==> src/rtl/flt_pkg.sv <==
// ---------------------------------------------------------------------------
// flt_pkg
// Shared types, constants and codes of the flow request latency tracker.
// ---------------------------------------------------------------------------
package flt_pkg;

   localparam int TABLE_ENTRIES_DEF = 8192;
   localparam int TABLE_WAYS_DEF    = 4;
   localparam int BIN_COUNT_DEF     = 24;

   localparam logic [15:0] PORT_RESET = 16'd53;
   localparam logic [9:0]  NS_PER_US  = 10'd1000;
   // ceil(2^30 / 125): floor(u / 125) = (u * DIV_RECIP) >> 30 for u < 2^23
   localparam logic [23:0] DIV_RECIP  = 24'd8589935;

   localparam int KEY_W   = 96;
   localparam int TIME_W  = 64;
   localparam int ENTRY_W = KEY_W + TIME_W;

   localparam logic [1:0] ACT_REQUEST = 2'd0;
   localparam logic [1:0] ACT_REPLY   = 2'd1;
   localparam logic [1:0] ACT_READ    = 2'd2;

   localparam logic [2:0] ST_IGNORED   = 3'd0;
   localparam logic [2:0] ST_STORED    = 3'd1;
   localparam logic [2:0] ST_FULL      = 3'd2;
   localparam logic [2:0] ST_NOMATCH   = 3'd3;
   localparam logic [2:0] ST_BACKWARDS = 3'd4;
   localparam logic [2:0] ST_COUNTED   = 3'd5;
   localparam logic [2:0] ST_READ      = 3'd6;

   localparam logic [3:0] HASH_LAST = 4'd3;
   localparam logic [3:0] DIV_LAST  = 4'd7;

   localparam logic [0:0] REG_WATCHED_PORT = 1'b0;

   typedef struct packed {
      logic [1:0]  action;
      logic [31:0] local_addr;
      logic [31:0] remote_addr;
      logic [15:0] local_port;
      logic [15:0] remote_port;
      logic [63:0] time_ns;
      logic        reply_ok;
      logic [4:0]  bin_select;
   } req_type;

   typedef struct packed {
      logic [2:0]  status;
      logic [4:0]  bucket;
      logic [54:0] latency_us;
      logic [63:0] bin_count;
   } rsp_type;

   typedef enum logic [3:0] {
      S_CLEAR,
      S_IDLE,
      S_HASH,
      S_LOOKUP,
      S_MATCH,
      S_DIV,
      S_BINUP,
      S_BINRD
   } state_type;

   typedef struct packed {
      logic       load;
      logic       hash;
      logic       rd;
      logic       wr_req;
      logic       wr_rem;
      logic       sub;
      logic       div;
      logic       bin_inc;
      logic       clr;
      logic       respond;
      logic [2:0] status;
      logic [3:0] step;
   } cmd_type;

   typedef struct packed {
      logic watched;
      logic clr_last;
      logic is_req;
      logic hit;
      logic slot_ok;
      logic backwards;
   } sts_type;

endpackage

==> src/rtl/flt_ctrl.sv <==
// ---------------------------------------------------------------------------
// flt_ctrl
// Sequencer: clearing pass, set hash, lookup, update, latency division, bin update, bin read.
// ---------------------------------------------------------------------------
module flt_ctrl (
   input  logic              clock,
   input  logic              reset,
   input  logic              start,
   input  flt_pkg::req_type  req_payload,
   input  flt_pkg::sts_type  sts,
   output logic              busy,
   output flt_pkg::cmd_type  cmd
);

   flt_pkg::state_type state_ff, state_in;
   logic [3:0]         cnt_ff, cnt_in;

   always_ff @(posedge clock) begin
      if (reset) begin
         state_ff <= flt_pkg::S_CLEAR;
         cnt_ff   <= '0;
      end else begin
         state_ff <= state_in;
         cnt_ff   <= cnt_in;
      end
   end

   always_comb begin
      state_in = state_ff;
      cnt_in   = cnt_ff;
      cmd      = '0;
      cmd.step = cnt_ff;
      busy     = 1'b1;
      case (state_ff)
         flt_pkg::S_CLEAR: begin
            cmd.clr = 1'b1;
            if (sts.clr_last) begin
               state_in = flt_pkg::S_IDLE;
            end
         end
         flt_pkg::S_IDLE: begin
            busy = 1'b0;
            if (start) begin
               cmd.load = 1'b1;
               cnt_in   = '0;
               if (req_payload.action == flt_pkg::ACT_READ) begin
                  state_in = flt_pkg::S_BINRD;
               end else if (sts.watched && (req_payload.action == flt_pkg::ACT_REQUEST ||
                            (req_payload.action == flt_pkg::ACT_REPLY &&
                             req_payload.reply_ok))) begin
                  state_in = flt_pkg::S_HASH;
               end else begin
                  cmd.respond = 1'b1;
                  cmd.status  = flt_pkg::ST_IGNORED;
               end
            end
         end
         flt_pkg::S_HASH: begin
            cmd.hash = 1'b1;
            cnt_in   = cnt_ff + 4'd1;
            if (cnt_ff == flt_pkg::HASH_LAST) begin
               state_in = flt_pkg::S_LOOKUP;
            end
         end
         flt_pkg::S_LOOKUP: begin
            cmd.rd   = 1'b1;
            state_in = flt_pkg::S_MATCH;
         end
         flt_pkg::S_MATCH: begin
            state_in = flt_pkg::S_IDLE;
            if (sts.is_req) begin
               cmd.respond = 1'b1;
               if (sts.slot_ok) begin
                  cmd.wr_req = 1'b1;
                  cmd.status = flt_pkg::ST_STORED;
               end else begin
                  cmd.status = flt_pkg::ST_FULL;
               end
            end else if (!sts.hit) begin
               cmd.respond = 1'b1;
               cmd.status  = flt_pkg::ST_NOMATCH;
            end else begin
               cmd.wr_rem = 1'b1;
               if (sts.backwards) begin
                  cmd.respond = 1'b1;
                  cmd.status  = flt_pkg::ST_BACKWARDS;
               end else begin
                  cmd.sub  = 1'b1;
                  cnt_in   = '0;
                  state_in = flt_pkg::S_DIV;
               end
            end
         end
         flt_pkg::S_DIV: begin
            cmd.div = 1'b1;
            cnt_in  = cnt_ff + 4'd1;
            if (cnt_ff == flt_pkg::DIV_LAST) begin
               state_in = flt_pkg::S_BINUP;
            end
         end
         flt_pkg::S_BINUP: begin
            cmd.bin_inc = 1'b1;
            cmd.respond = 1'b1;
            cmd.status  = flt_pkg::ST_COUNTED;
            state_in    = flt_pkg::S_IDLE;
         end
         flt_pkg::S_BINRD: begin
            cmd.respond = 1'b1;
            cmd.status  = flt_pkg::ST_READ;
            state_in    = flt_pkg::S_IDLE;
         end
         default: begin
            state_in = flt_pkg::S_CLEAR;
         end
      endcase
   end

endmodule

==> config.mk <==
export PLATFORM = sky130hd
export DESIGN_NAME = flt_ctrl
export DESIGN_NICKNAME = d
export VERILOG_FILES = /design/src/rtl/flt_pkg.sv /design/src/rtl/flt_ctrl.sv
export SDC_FILE = /design/constraint.sdc
export NUM_CORES = 1
export LEC_CHECK = 0
export BUFFER_PORTS_ARGS = -buffer_cell sky130_fd_sc_hd__buf_2
export CORE_AREA = 5 5 72 74
export CTS_CLUSTER_SIZE = 14
export DETAILED_ROUTE_END_ITERATION = 6
export DIE_AREA = 0 0 77 79
export PLACE_DENSITY = 0.67
export SLEW_MARGIN = 10
export SYNTH_ARGS = -nofsm -noshare
export SYNTH_HDL_FRONTEND = slang
export SYNTH_SLANG_ARGS = --single-unit
==> constraint.sdc <==
create_clock -name clock -period 1.36 [get_ports clock]
set_input_delay 0.068 -clock clock [delete_from_list [all_inputs] [get_ports clock]]
set_output_delay 0.068 -clock clock [all_outputs]
set_load 0.005 [all_outputs]
[Yosys cells after proc, flatten, opt, wreduce, memory -nomap -nowiden]
Cells that the tools add are included.
Operators by class
  div/mod/pow operators: 0
  $lt $le $gt $ge: 0
  shifts and indexed selects: 0
  reduce and logical (&&, ||, !) cells: 10
  eq/ne operators: 19
  multiply operators: 0
  mux-type cells: 37
  add/sub/neg operators: 1
  bitwise operators: 0
Operator list (number)
  4-bit two-way mux: 16
  4-bit case mux with 7 select lines: 1
  4-bit by 3-bit == test with 1-bit output, second input constant: 5
  4-bit case mux with 4 select lines: 1
  2-bit inequality test, second input constant: 7
  4-bit by 2-bit == test with 1-bit output, second input constant: 3
  3-bit two-way mux: 4
  4-bit case mux with 3 select lines: 1
  1-bit two-way mux: 11
  5-bit AND reduction: 2
  2-bit two-way mux: 3
  4-bit by 1-bit adder with 4-bit output, second input constant: 1
  4-bit by 1-bit == test with 1-bit output, second input constant: 1
  4-bit zero test: 1
  2-bit OR reduction: 2
  3-bit inequality test, second input constant: 1
  3-bit nonzero test: 1
  2-bit by 1-bit == test with 1-bit output, second input constant: 1
  2-bit == test, second input constant: 1
  1-bit logical AND: 2
  2-bit zero test: 1
  1-bit logical OR: 1
Word-level totals
  bits in read-only memories: 0
  output and inout bits: 18
  input bits: 177
  latch bits: 0
  logic and storage cells: 69
  RAM bits: 0
  memories kept: 0
  bits in registers: 8

[Logic depth before layout (Yosys ltp)]
Gate-level depths: netlist (run 1).
  word-level depth: 8
  depth in mapped cells: 6

[Worst setup path after synthesis (run 1)]
No wires, ideal clock.
  kind: reg2reg
  start: register cnt_ff[0]
  end: register state_ff[1]
  required time: 1290 ps
  stages on the path, launching flop included: 6
  data arrival time: 1385 ps
  period minus slack after synthesis: 1455 ps
  path buffers: 0
  library setup time: 70 ps
  path slack: -95 ps
  path through: dfxtp_1 -> ha_1 -> nand3b_1 -> o311a_4 -> or4_1 -> a21oi_1
On the way
  word-level cells in the longest chain between the ends: 3
  elaborated cells between the ends (all ways): 5
  those cells by class: eq/ne: 4; reduce/logical: 1
Ends and longest elaborated chain
  start, declared: RTL line flt_ctrl.sv:16  | logic [3:0] cnt_ff, cnt_in;
  start signal, assigned: RTL line flt_ctrl.sv:24  | cnt_ff <= cnt_in;
  4-bit by 3-bit == test with 1-bit output or 4-bit by 2-bit == test with 1-bit output (tied branches): RTL line flt_ctrl.sv:97, flt_ctrl.sv:61
  2-bit inequality test (no line)
  5-bit AND reduction (no line) (*)
  end signal, assigned: RTL line flt_ctrl.sv:20  | state_ff <= flt_pkg::S_CLEAR;
  end signal, assigned: RTL line flt_ctrl.sv:23  | state_ff <= state_in;
  end, declared: RTL line flt_ctrl.sv:15  | flt_pkg::state_type state_ff, state_in;
Every way passes the cells marked *; elsewhere a longest branch is shown, timed or not.
A chain may end at the register's enable or synchronous reset.

==> qor.txt, run 1 <==
Post-Synthesis Cells: 83
Share of the synthesized area in the top cell type: 22.6%
Drt via density: 4.13
Status: complete, but fails checks
Die X: 77 um
Ports: 195
Met2 WL: 1030 um
Sink Count: 7
Post-synth top cells: 11 x nand2_1, 7 x dfxtp_1, 5 x nor2_1, 5 x o21ai_0
Max Fclk: 706 MHz
Worst Skew: 0.00285 ns
GPL Wtd Cong: 0.816
# diodes: 0
CP startpoint: state_ff[0]$_SDFFE_PP0P_
WL met3: 166 um
Slew headroom: 80.4%
Setup TNS: -0.199 ns
WS Path Type: reg -> out
Initial antenna violation count: 0
DRC viols: 0
CP endpoint: cmd[11]
Main synth FF type: dfxtp_1
Startpoint types: register
Worst Path Arrival: 1.35 ns
Hpwl dp: 1690 um
Pwr Total: 1690 uW
Vias in the first global route: 743
Pwr/cell area: 1470 nW/um2
CP endpoint kind: primary output
Total Nets Final: 312
Die ar.: 6080 um2
Flops & latches, synth: 7
Die height: 79 um
Fin util: 25.4%
Fin crit period: 1.42 ns
Synth area leader: dfxtp_1
Endpoints failing setup: 7
TritonCTS Buffers: 3
Final Max Slew Viols: 0
DR WL/cell: 12.1 um
R2R setup slack: -0.05 ns
DR top layer: met4
First-pass GRT wire length: 3480 um
IO Port Bufs: 29
Skew-Pair Late Insertion Delay: 0.23 ns
Clk buf depth: 2
Post-synth net total: 261
Final period util: 104%
Count leader, synth: nand2_1
Cells on worst reg2reg path: 5
Post-synth EDFFs: 0
CTS Root Cell: clkbuf_8
1st-iter DRT viols: 8
Rows: 25
Max VDD drop: 0.000340 V
Fin. Hold Viols: 0
Post-synthesis cell area: 619 um2
CTS tree: built
Core Box Area: 4540 um2
First-pass DRT Iterations: 4
Gr usage total: 7.38%
Hold crit path type: in -> reg
Clock Pin Slew Worst Setup and Hold Paths: 0.04 ns
Slew @ Worst Pin: 0.293 ns
Post-route setup slack: -0.0573 ns
Synth async-reset ratio: 0%
Global route total overflow: 0
CP required: 1.29 ns
Ys Warns: 0
Syn Area/Cell: 7.46 um2
Violated checks: negative setup slack
Largest net degree at the start of global routing: 11
Post-synthesis cell type count: 36
Synth-to-Final Area Change: 85.9%
Layout cells sized above 1: 60.9%
Reg2reg end: cnt_ff[3]$_SDFFE_PP0P_
Top post-synthesis cells by area: dfxtp_1 23%, nand2_1 6.7%, nand2b_1 4.0%, o21ai_0 4.0%, a211oi_1 3.6%
Final wirelength: 2260 um
Unrepaired setup endpoints after global routing: true
Reg-to-Reg Start: state_ff[1]$_SDFFE_PP0P_
CTS Hold Bufs: 0
Leak pwr: 0.000538 uW
Register area share after synthesis: 22.6%
Vias after detailed routing: 773
Wire length on met1: 1020 um
Routed Antenna Nets: 0
CP Max Fanout: 5
Max cap viols: 0
H-tree levels: 1
Initial core utilization: 13.7%
## sequential cells by signal (all words and copies together) (netlist names)
register,count
cnt_ff,4
state_ff,3
## logic make-up after synthesis
| family | Yosys count | synth area share (%) |
|---|---|---|
| AOI/OAI and AO/OA | 22 | 25.7 |
| adders and majority gates | 1 | 2.02 |
| buffers and inverters | 8 | 6.26 |
| DFF | 7 | 22.6 |
| muxes | 2 | 3.43 |
| and+or+nand+nor | 43 | 40.0 |
## worst min-delay path by stage
stage,to,slack [ns],cells after the start,startpoint
finish,state_ff[2]$_SDFFE_PP0P_,0.09,2,reset
global route,state_ff[2]$_SDFFE_PP0P_,0.10,2,reset
CTS,state_ff[1]$_SDFFE_PP0P_,0.09,2,reset
detailed placement,state_ff[1]$_SDFFE_PP0P_,0.32,2,reset
global placement,state_ff[1]$_SDFFE_PP0P_,0.32,2,reset
floorplan,state_ff[1]$_SDFFE_PP0P_,0.13,1,reset
## cell usage in the layout (no fill, tap or decap), types with 2 or more instances in the layout
cell type,instances
clkbuf_8,3
dfxtp_1,2
nand3b_1,2
a21boi_1,2
nand2b_1,4
and3_1,2
nor2b_1,2
nor3b_1,2
buf_4,17
a211oi_2,2
o21ai_0,2
nor2_1,4
inv_1,2
nand3_1,4
nand2_1,9
buf_6,7
nand2_2,2
o21ai_2,2
buf_2,26
dfxtp_2,2
inv_2,2
o21ai_1,4
dfxtp_4,3
a21oi_2,2
a22o_1,2
## through the flow
| stage | hold WS, ns | worst slack, ns | std cells | cell area [um2] |
|---|---|---|---|---|
| detailed placement | 0.319 | -0.110 | 178 | 947 |
| global placement | 0.316 | -0.108 | 178 | 947 |
| CTS | 0.0871 | -0.0579 | 185 | 1070 |
| finish | 0.0910 | -0.0573 | 187 | 1150 |
| floorplan | 0.127 | 0.00175 | 83 | 638 |
| global route | 0.102 | -0.110 | 187 | 1150 |
## final cells by class
class / count / area [um2]
Fill cell: 496 / 3380
Multi-Input combinational cell: 68 / 533
Timing Repair Buffer: 50 / 337
Sequential cell: 7 / 154
Tap cell: 54 / 67.6
Clock buffer: 4 / 45.0
Inverter: 4 / 15.0
## what timing repair did
action / 4_1_cts / 5_1_grt
pin swaps: 3 / 3
gates resized for setup: 15 / 20
setup endpoints to repair: 14 / 16
setup buffers: 3 / 2
## where the power goes
part | total, uW | leakage (uW) | switching, uW | internal [uW]
combinational | 1060 | 0.000455 | 502 | 562
clock | 291 | 0.0000228 | 88.8 | 203
sequential | 331 | 0.0000600 | 64.2 | 267
## metal layers
metal  vias up  global-route usage (%)
li1        396                       -
met1       346                    9.24
met2        26                    11.1
met3         5                    2.38
met4         0                    4.12
met5         -                       0
## critical path, cell delays in order (launching register included)
cell and delay (ns):
dfxtp_4 0.35, buf_6 0.12, nor4b_4 0.27, nor2b_4 0.21
buf_6 0.10, buf_6 0.08
Power figures use the tool's default switching activity.
==> inputs of run 2 (changes only) <==
- PLACE_DENSITY: 0.67 -> not set
- PLACE_DENSITY_LB_ADDON: not set -> 0.08
==> run 2 against run 1 <==
The flow still finishes with violations (negative setup slack). Non-clock buffer count decreased by 2. Count of clock-buffer cells in the layout unchanged. Maximum frequency increased by 0.60%. Die area unchanged. Sequential cell count unchanged. Cell count decreased by 1.1%. Design area increased by 3.9%. Critical path depth decreased by 1. Combinational power increased by 12%. Critical endpoint is now state_ff[1]$_SDFFE_PP0P_. Via count increased by 0.13%. Sequential power decreased by 6%. Clock power about the same.
==> qor.txt, run 2 (synthesized netlist as in run 1, its figures left out) <==
Status: complete, but fails checks
Violated checks: negative setup slack
Endpoints failing setup: 4
Clock Pin Slew Worst Setup and Hold Paths: 0.04 ns
CP Max Fanout: 4
Vias in the first global route: 823
CP startpoint: state_ff[2]$_SDFFE_PP0P_
Pwr/cell area: 1490 nW/um2
Synth-to-Final Area Change: 93.1%
DR WL/cell: 12.5 um
Sink Count: 7
H-tree levels: 1
Commonest non-fill, non-tap cells in the layout: 28 x buf_2, 13 x buf_4, 10 x nand2_1, 5 x o21ai_1
GPL Wtd Cong: 0.749
Rows: 25
Die X: 77 um
Filler cell count: 496
TritonCTS Buffers: 3
Final period util: 104%
R2R setup slack: -0.05 ns
Fin crit period: 1.41 ns
Die ar.: 6080 um2
Hold crit path type: in -> reg
Hpwl dp: 1860 um
Worst Path Arrival: 1.56 ns
# diodes: 0
Die height: 79 um
CTS Hold Bufs: 0
Unrepaired setup endpoints after global routing: true
Total Nets Final: 310
First-pass GRT wire length: 3840 um
Most common cell after layout, fill and taps aside: buf_2
Layout cells sized above 1: 62.6%
CP required: 1.51 ns
1st-iter DRT viols: 13
CP endpoint: state_ff[1]$_SDFFE_PP0P_
Initial core utilization: 13.7%
Reg-to-Reg Start: state_ff[2]$_SDFFE_PP0P_
Max cap viols: 0
Fin util: 26.4%
CP endpoint kind: register
Reg2reg end: state_ff[1]$_SDFFE_PP0P_
WS Path Type: reg -> reg
Max reg flops: 4
IO Port Bufs: 29
CTS Root Cell: clkbuf_8
Final wirelength: 2320 um
Area of the multi-input gates: 582 um2
Max Fclk: 710 MHz
Initial antenna violation count: 0
Cells on worst reg2reg path: 4
Worst Skew: 0.00307 ns
Reg with most FFs: cnt_ff
Largest net degree at the start of global routing: 11
Pwr Total: 1790 uW
Clk buf depth: 2
DRC viols: 0
Startpoint types: register
CTS tree: built
First-pass DRT Iterations: 4
Biggest regs: cnt_ff: 4 flops, state_ff: 3 flops
Global route total overflow: 0
Post-route setup slack: -0.0489 ns
Core Box Area: 4540 um2
Fin. Hold Viols: 0
Routed Antenna Nets: 0
Final Max Slew Viols: 0
Skew-Pair Late Insertion Delay: 0.22 ns
Slew headroom: 75.4%
Ports: 195
Max VDD drop: 0.000718 V
Leak pwr: 0.000556 uW
Vias after detailed routing: 774
Sequential cell area: 149 um2
Gr usage total: 7.67%
Slew @ Worst Pin: 0.369 ns
Drt via density: 4.18
## run 2: changes by cell type in the layout (fill, tap and decap cells not counted), sizes merged
cell,delta
buf,-2
## run 2: final cells by class
type | count | share of cell area (%)
multi-input combinational | 68 | 48.6
timing repair buffer | 48 | 28.2
sequential | 7 | 12.4
tap | 54 | 5.65
clock buffer | 4 | 3.77
inverter | 4 | 1.26
## run 2: report_power, final
group / switching, uW / total, uW / internal (uW)
combinational: 544 / 1190 / 642
clock: 86.0 / 289 / 203
sequential: 52.8 / 312 / 259
total: 683 / 1790 / 1100
## run 2: timing repair
action | in CTS | in global routing
endpoints found under the setup margin | 16 | 15
pin swaps | 2 | 7
gates resized for setup | 19 | 20
hold endpoints to repair | 0 | 0
setup buffers | 2 | 1
gates cloned | 0 | 0
## run 2: worst min-delay path by stage
stage                     start                        to  slack [ns]  depth (start not counted)
after CTS                 reset  state_ff[2]$_SDFFE_PP0P_         0.1                          2
final                     reset  state_ff[1]$_SDFFE_PP0P_        0.14                          2
after detailed placement  reset  state_ff[1]$_SDFFE_PP0P_        0.33                          2
after global routing      reset  state_ff[1]$_SDFFE_PP0P_        0.15                          2
after global placement    reset  state_ff[2]$_SDFFE_PP0P_        0.34                          2
after floorplan           reset  state_ff[1]$_SDFFE_PP0P_        0.13                          1
## run 2: critical path, stage by stage, from the launching register on
cell	delay (ns)
dfxtp_2	0.33
buf_6	0.13
o311a_4	0.34
or4_4	0.42
a21oi_2	0.12
## run 2: per-layer routing
layer / track usage, % / share of wire, % / vias up
met5: 0 / 0 / -
met4: 2.06 / 0.35 / 0
met2: 13.5 / 51 / 16
met1: 9.47 / 45 / 356
met3: 1.59 / 4.1 / 2
li1: - / - / 400
## run 2: stage by stage
step	worst slack, ns	instances	TNS [ns]	hold WS [ns]	instance area [um2]
floorplan	0.00175	83	0	0.127	638
global placement	-0.167	178	-0.851	0.340	972
detailed placement	-0.152	178	-0.685	0.327	972
CTS	-0.0431	184	-0.240	0.0974	1100
global route	-0.0939	185	-0.759	0.148	1200
finish	-0.0489	185	-0.127	0.140	1200
==> inputs of run 3 (changes only) <==
- ABC_AREA: not set -> 1
- clock period: 1.36 -> 1.1 ns (I/O delays scaled with it)
==> run 3 against run 2 <==
The flow still finishes with violations (negative setup slack). Wire length up 13%. Synthesized cell count up 33%. Power up 57%. Combinational power up 64%. Register-to-register slack worse by 0.12 ns. Clock skew down 0.0024 ns.
==> qor.txt, run 3 <==
Max VDD drop: 0.000679 V
Syn Area/Cell: 6.24 um2
Final Max Slew Viols: 0
R2R setup slack: -0.17 ns
Final Instance Area: 1320 um2
Max reg flops: 4
Share of the synthesized area in the top cell type: 20.4%
WS Path Type: reg -> out
Max cap viols: 0
Endpoints failing setup: 19
Post-synth top cells: 27 x nand2_1, 13 x inv_1, 9 x nand2_2
Worst Path Arrival: 1.29 ns
Initial antenna violation count: 0
GPL Wtd Cong: 0.789
Register area share after synthesis: 20.4%
Largest net degree at the start of global routing: 8
Slew @ Worst Pin: 0.493 ns
CTS Hold Bufs: 0
First-pass DRT Iterations: 4
Hold crit path type: in -> reg
Final period util: 123%
Total Nets Final: 347
TritonCTS Buffers: 3
Pwr/cell area: 2130 nW/um2
Core Box Area: 4540 um2
CP Max Fanout: 7
Gr usage total: 8.81%
Die height: 79 um
Synth-to-Final Area Change: 92.0%
Clock Pin Slew Worst Setup and Hold Paths: 0.04 ns
Skew-Pair Late Insertion Delay: 0.22 ns
# diodes: 0
Unrepaired setup endpoints after global routing: true
Clk buf depth: 2
Startpoint types: register
Die ar.: 6080 um2
Fin crit period: 1.35 ns
Final wirelength: 2610 um
Layout cells sized above 1: 68.5%
Status: complete, but fails checks
Post-Synthesis Cells: 110
Leak pwr: 0.000691 uW
Flops & latches, synth: 7
Ys Warns: 0
Cell Area, Placed: 1050 um2
Initial core utilization: 15.1%
1st-iter DRT viols: 10
Post-synth EDFFs: 0
H-tree levels: 1
Synth area leader: dfxtp_1
Violated checks: negative setup slack
Post-route setup slack: -0.248 ns
CTS tree: built
Reg with most FFs: cnt_ff
Commonest non-fill, non-tap cells in the layout: 24 x buf_2, 21 x buf_4, 20 x nand2_1, 13 x nand2_2, 11 x buf_6
Vias in the first global route: 889
Sink Count: 7
CP endpoint kind: primary output
Drt via density: 3.93
Slew headroom: 66.9%
Top post-synthesis cells by area: dfxtp_1 20%, nand2_1 15%, nand2_2 8.2%, inv_1 7.1%, nand3_1 5.8%
Count leader, synth: nand2_1
Post-synth net total: 288
Fin util: 29.1%
Vias after detailed routing: 873
Max Fclk: 742 MHz
Hpwl dp: 2090 um
Routed Antenna Nets: 0
CP required: 1.04 ns
DRC viols: 0
First-pass GRT wire length: 4330 um
Die X: 77 um
Post-synthesis cell area: 687 um2
IO Port Bufs: 29
Global route total overflow: 0
Rows: 25
Most common cell after layout, fill and taps aside: buf_2
DR WL/cell: 11.7 um
Biggest regs: cnt_ff: 4 flops, state_ff: 3 flops
Fin. Hold Viols: 0
Main synth FF type: dfxtp_1
Post-synthesis cell type count: 23
CTS Root Cell: clkbuf_8
Ports: 195
Worst Skew: 0.000666 ns
Synth async-reset ratio: 0%
run 3: kinds of logic (layout without fill, tap and decap cells):
logic type                 count (synthesis)  count (layout)  synth area share (%)
AOI/OAI and AO/OA                          9               9                  7.83
adders and majority gates                  1               1                  1.82
DFF                                        7               7                  20.4
buffers and inverters                     22              80                  14.6
xor gates and xnor gates                   1               1                  1.28
and+or+nand+nor                           70              70                  54.1
run 3: final timing paths:
check,from,endpoint,cells after the start
min,reset,cnt_ff[2]$_SDFFE_PP0P_,2
max reg2reg,state_ff[1]$_SDFFE_PP0P_,state_ff[2]$_SDFFE_PP0P_,8
max,state_ff[1]$_SDFFE_PP0P_,cmd[4],5
min reg2reg,cnt_ff[3]$_SDFFE_PP0P_,cnt_ff[3]$_SDFFE_PP0P_,3
run 3: what timing repair did:
| item | CTS | global route |
|---|---|---|
| pin swaps | 7 | 3 |
| buffers inserted | 7 | 0 |
| gates resized for setup | 37 | 16 |
| cloned | 0 | 0 |
| endpoints found under the setup margin | 21 | 21 |
| hold endpoints to repair | 0 | 0 |
run 3: final cells by class:
class | instances | area (um2)
Multi-Input combinational cell | 81 | 566
Fill cell | 509 | 3220
Timing Repair Buffer | 56 | 402
Inverter | 20 | 87.6
Clock buffer | 4 | 45.0
Tap cell | 54 | 67.6
Sequential cell | 7 | 151
run 3: per-stage QoR:
step / hold WS, ns / worst slack [ns] / std cells / TNS, ns / power [uW]
detailed placement: 0.303 / -0.206 / 212 / -1.81 / 1930
finish: 0.0700 / -0.248 / 222 / -2.51 / 2810
floorplan: 0.117 / -0.0575 / 110 / -0.222 / 1320
global placement: 0.301 / -0.203 / 212 / -1.81 / 1940
global route: 0.0733 / -0.309 / 222 / -3.92 / 3040
CTS: 0.0630 / -0.254 / 222 / -2.38 / 2730
run 3: worst max-delay path, stage by stage (launching register included):
cell and delay (ns):
dfxtp_4 0.44, nor2_4 0.06, nand2_4 0.11, inv_4 0.06, a311o_1 0.26, buf_2 0.13
run 3: metal layers:
metal | GRT usage (%) | wire [um] | vias up
li1 | - | - | 456
met1 | 12.7 | 1270 | 385
met2 | 12.1 | 1120 | 26
met3 | 1.93 | 169 | 6
met4 | 4.47 | 53 | 0
met5 | 0 | 0 | -
run 3: power breakdown:
group          total [uW]  switching (uW)  internal, uW  leakage, uW
Sequential            489             148           341    0.0000591
Clock                 365             114           251    0.0000228
Combinational        1950            1010           940     0.000609
Total                2810            1270          1530     0.000691
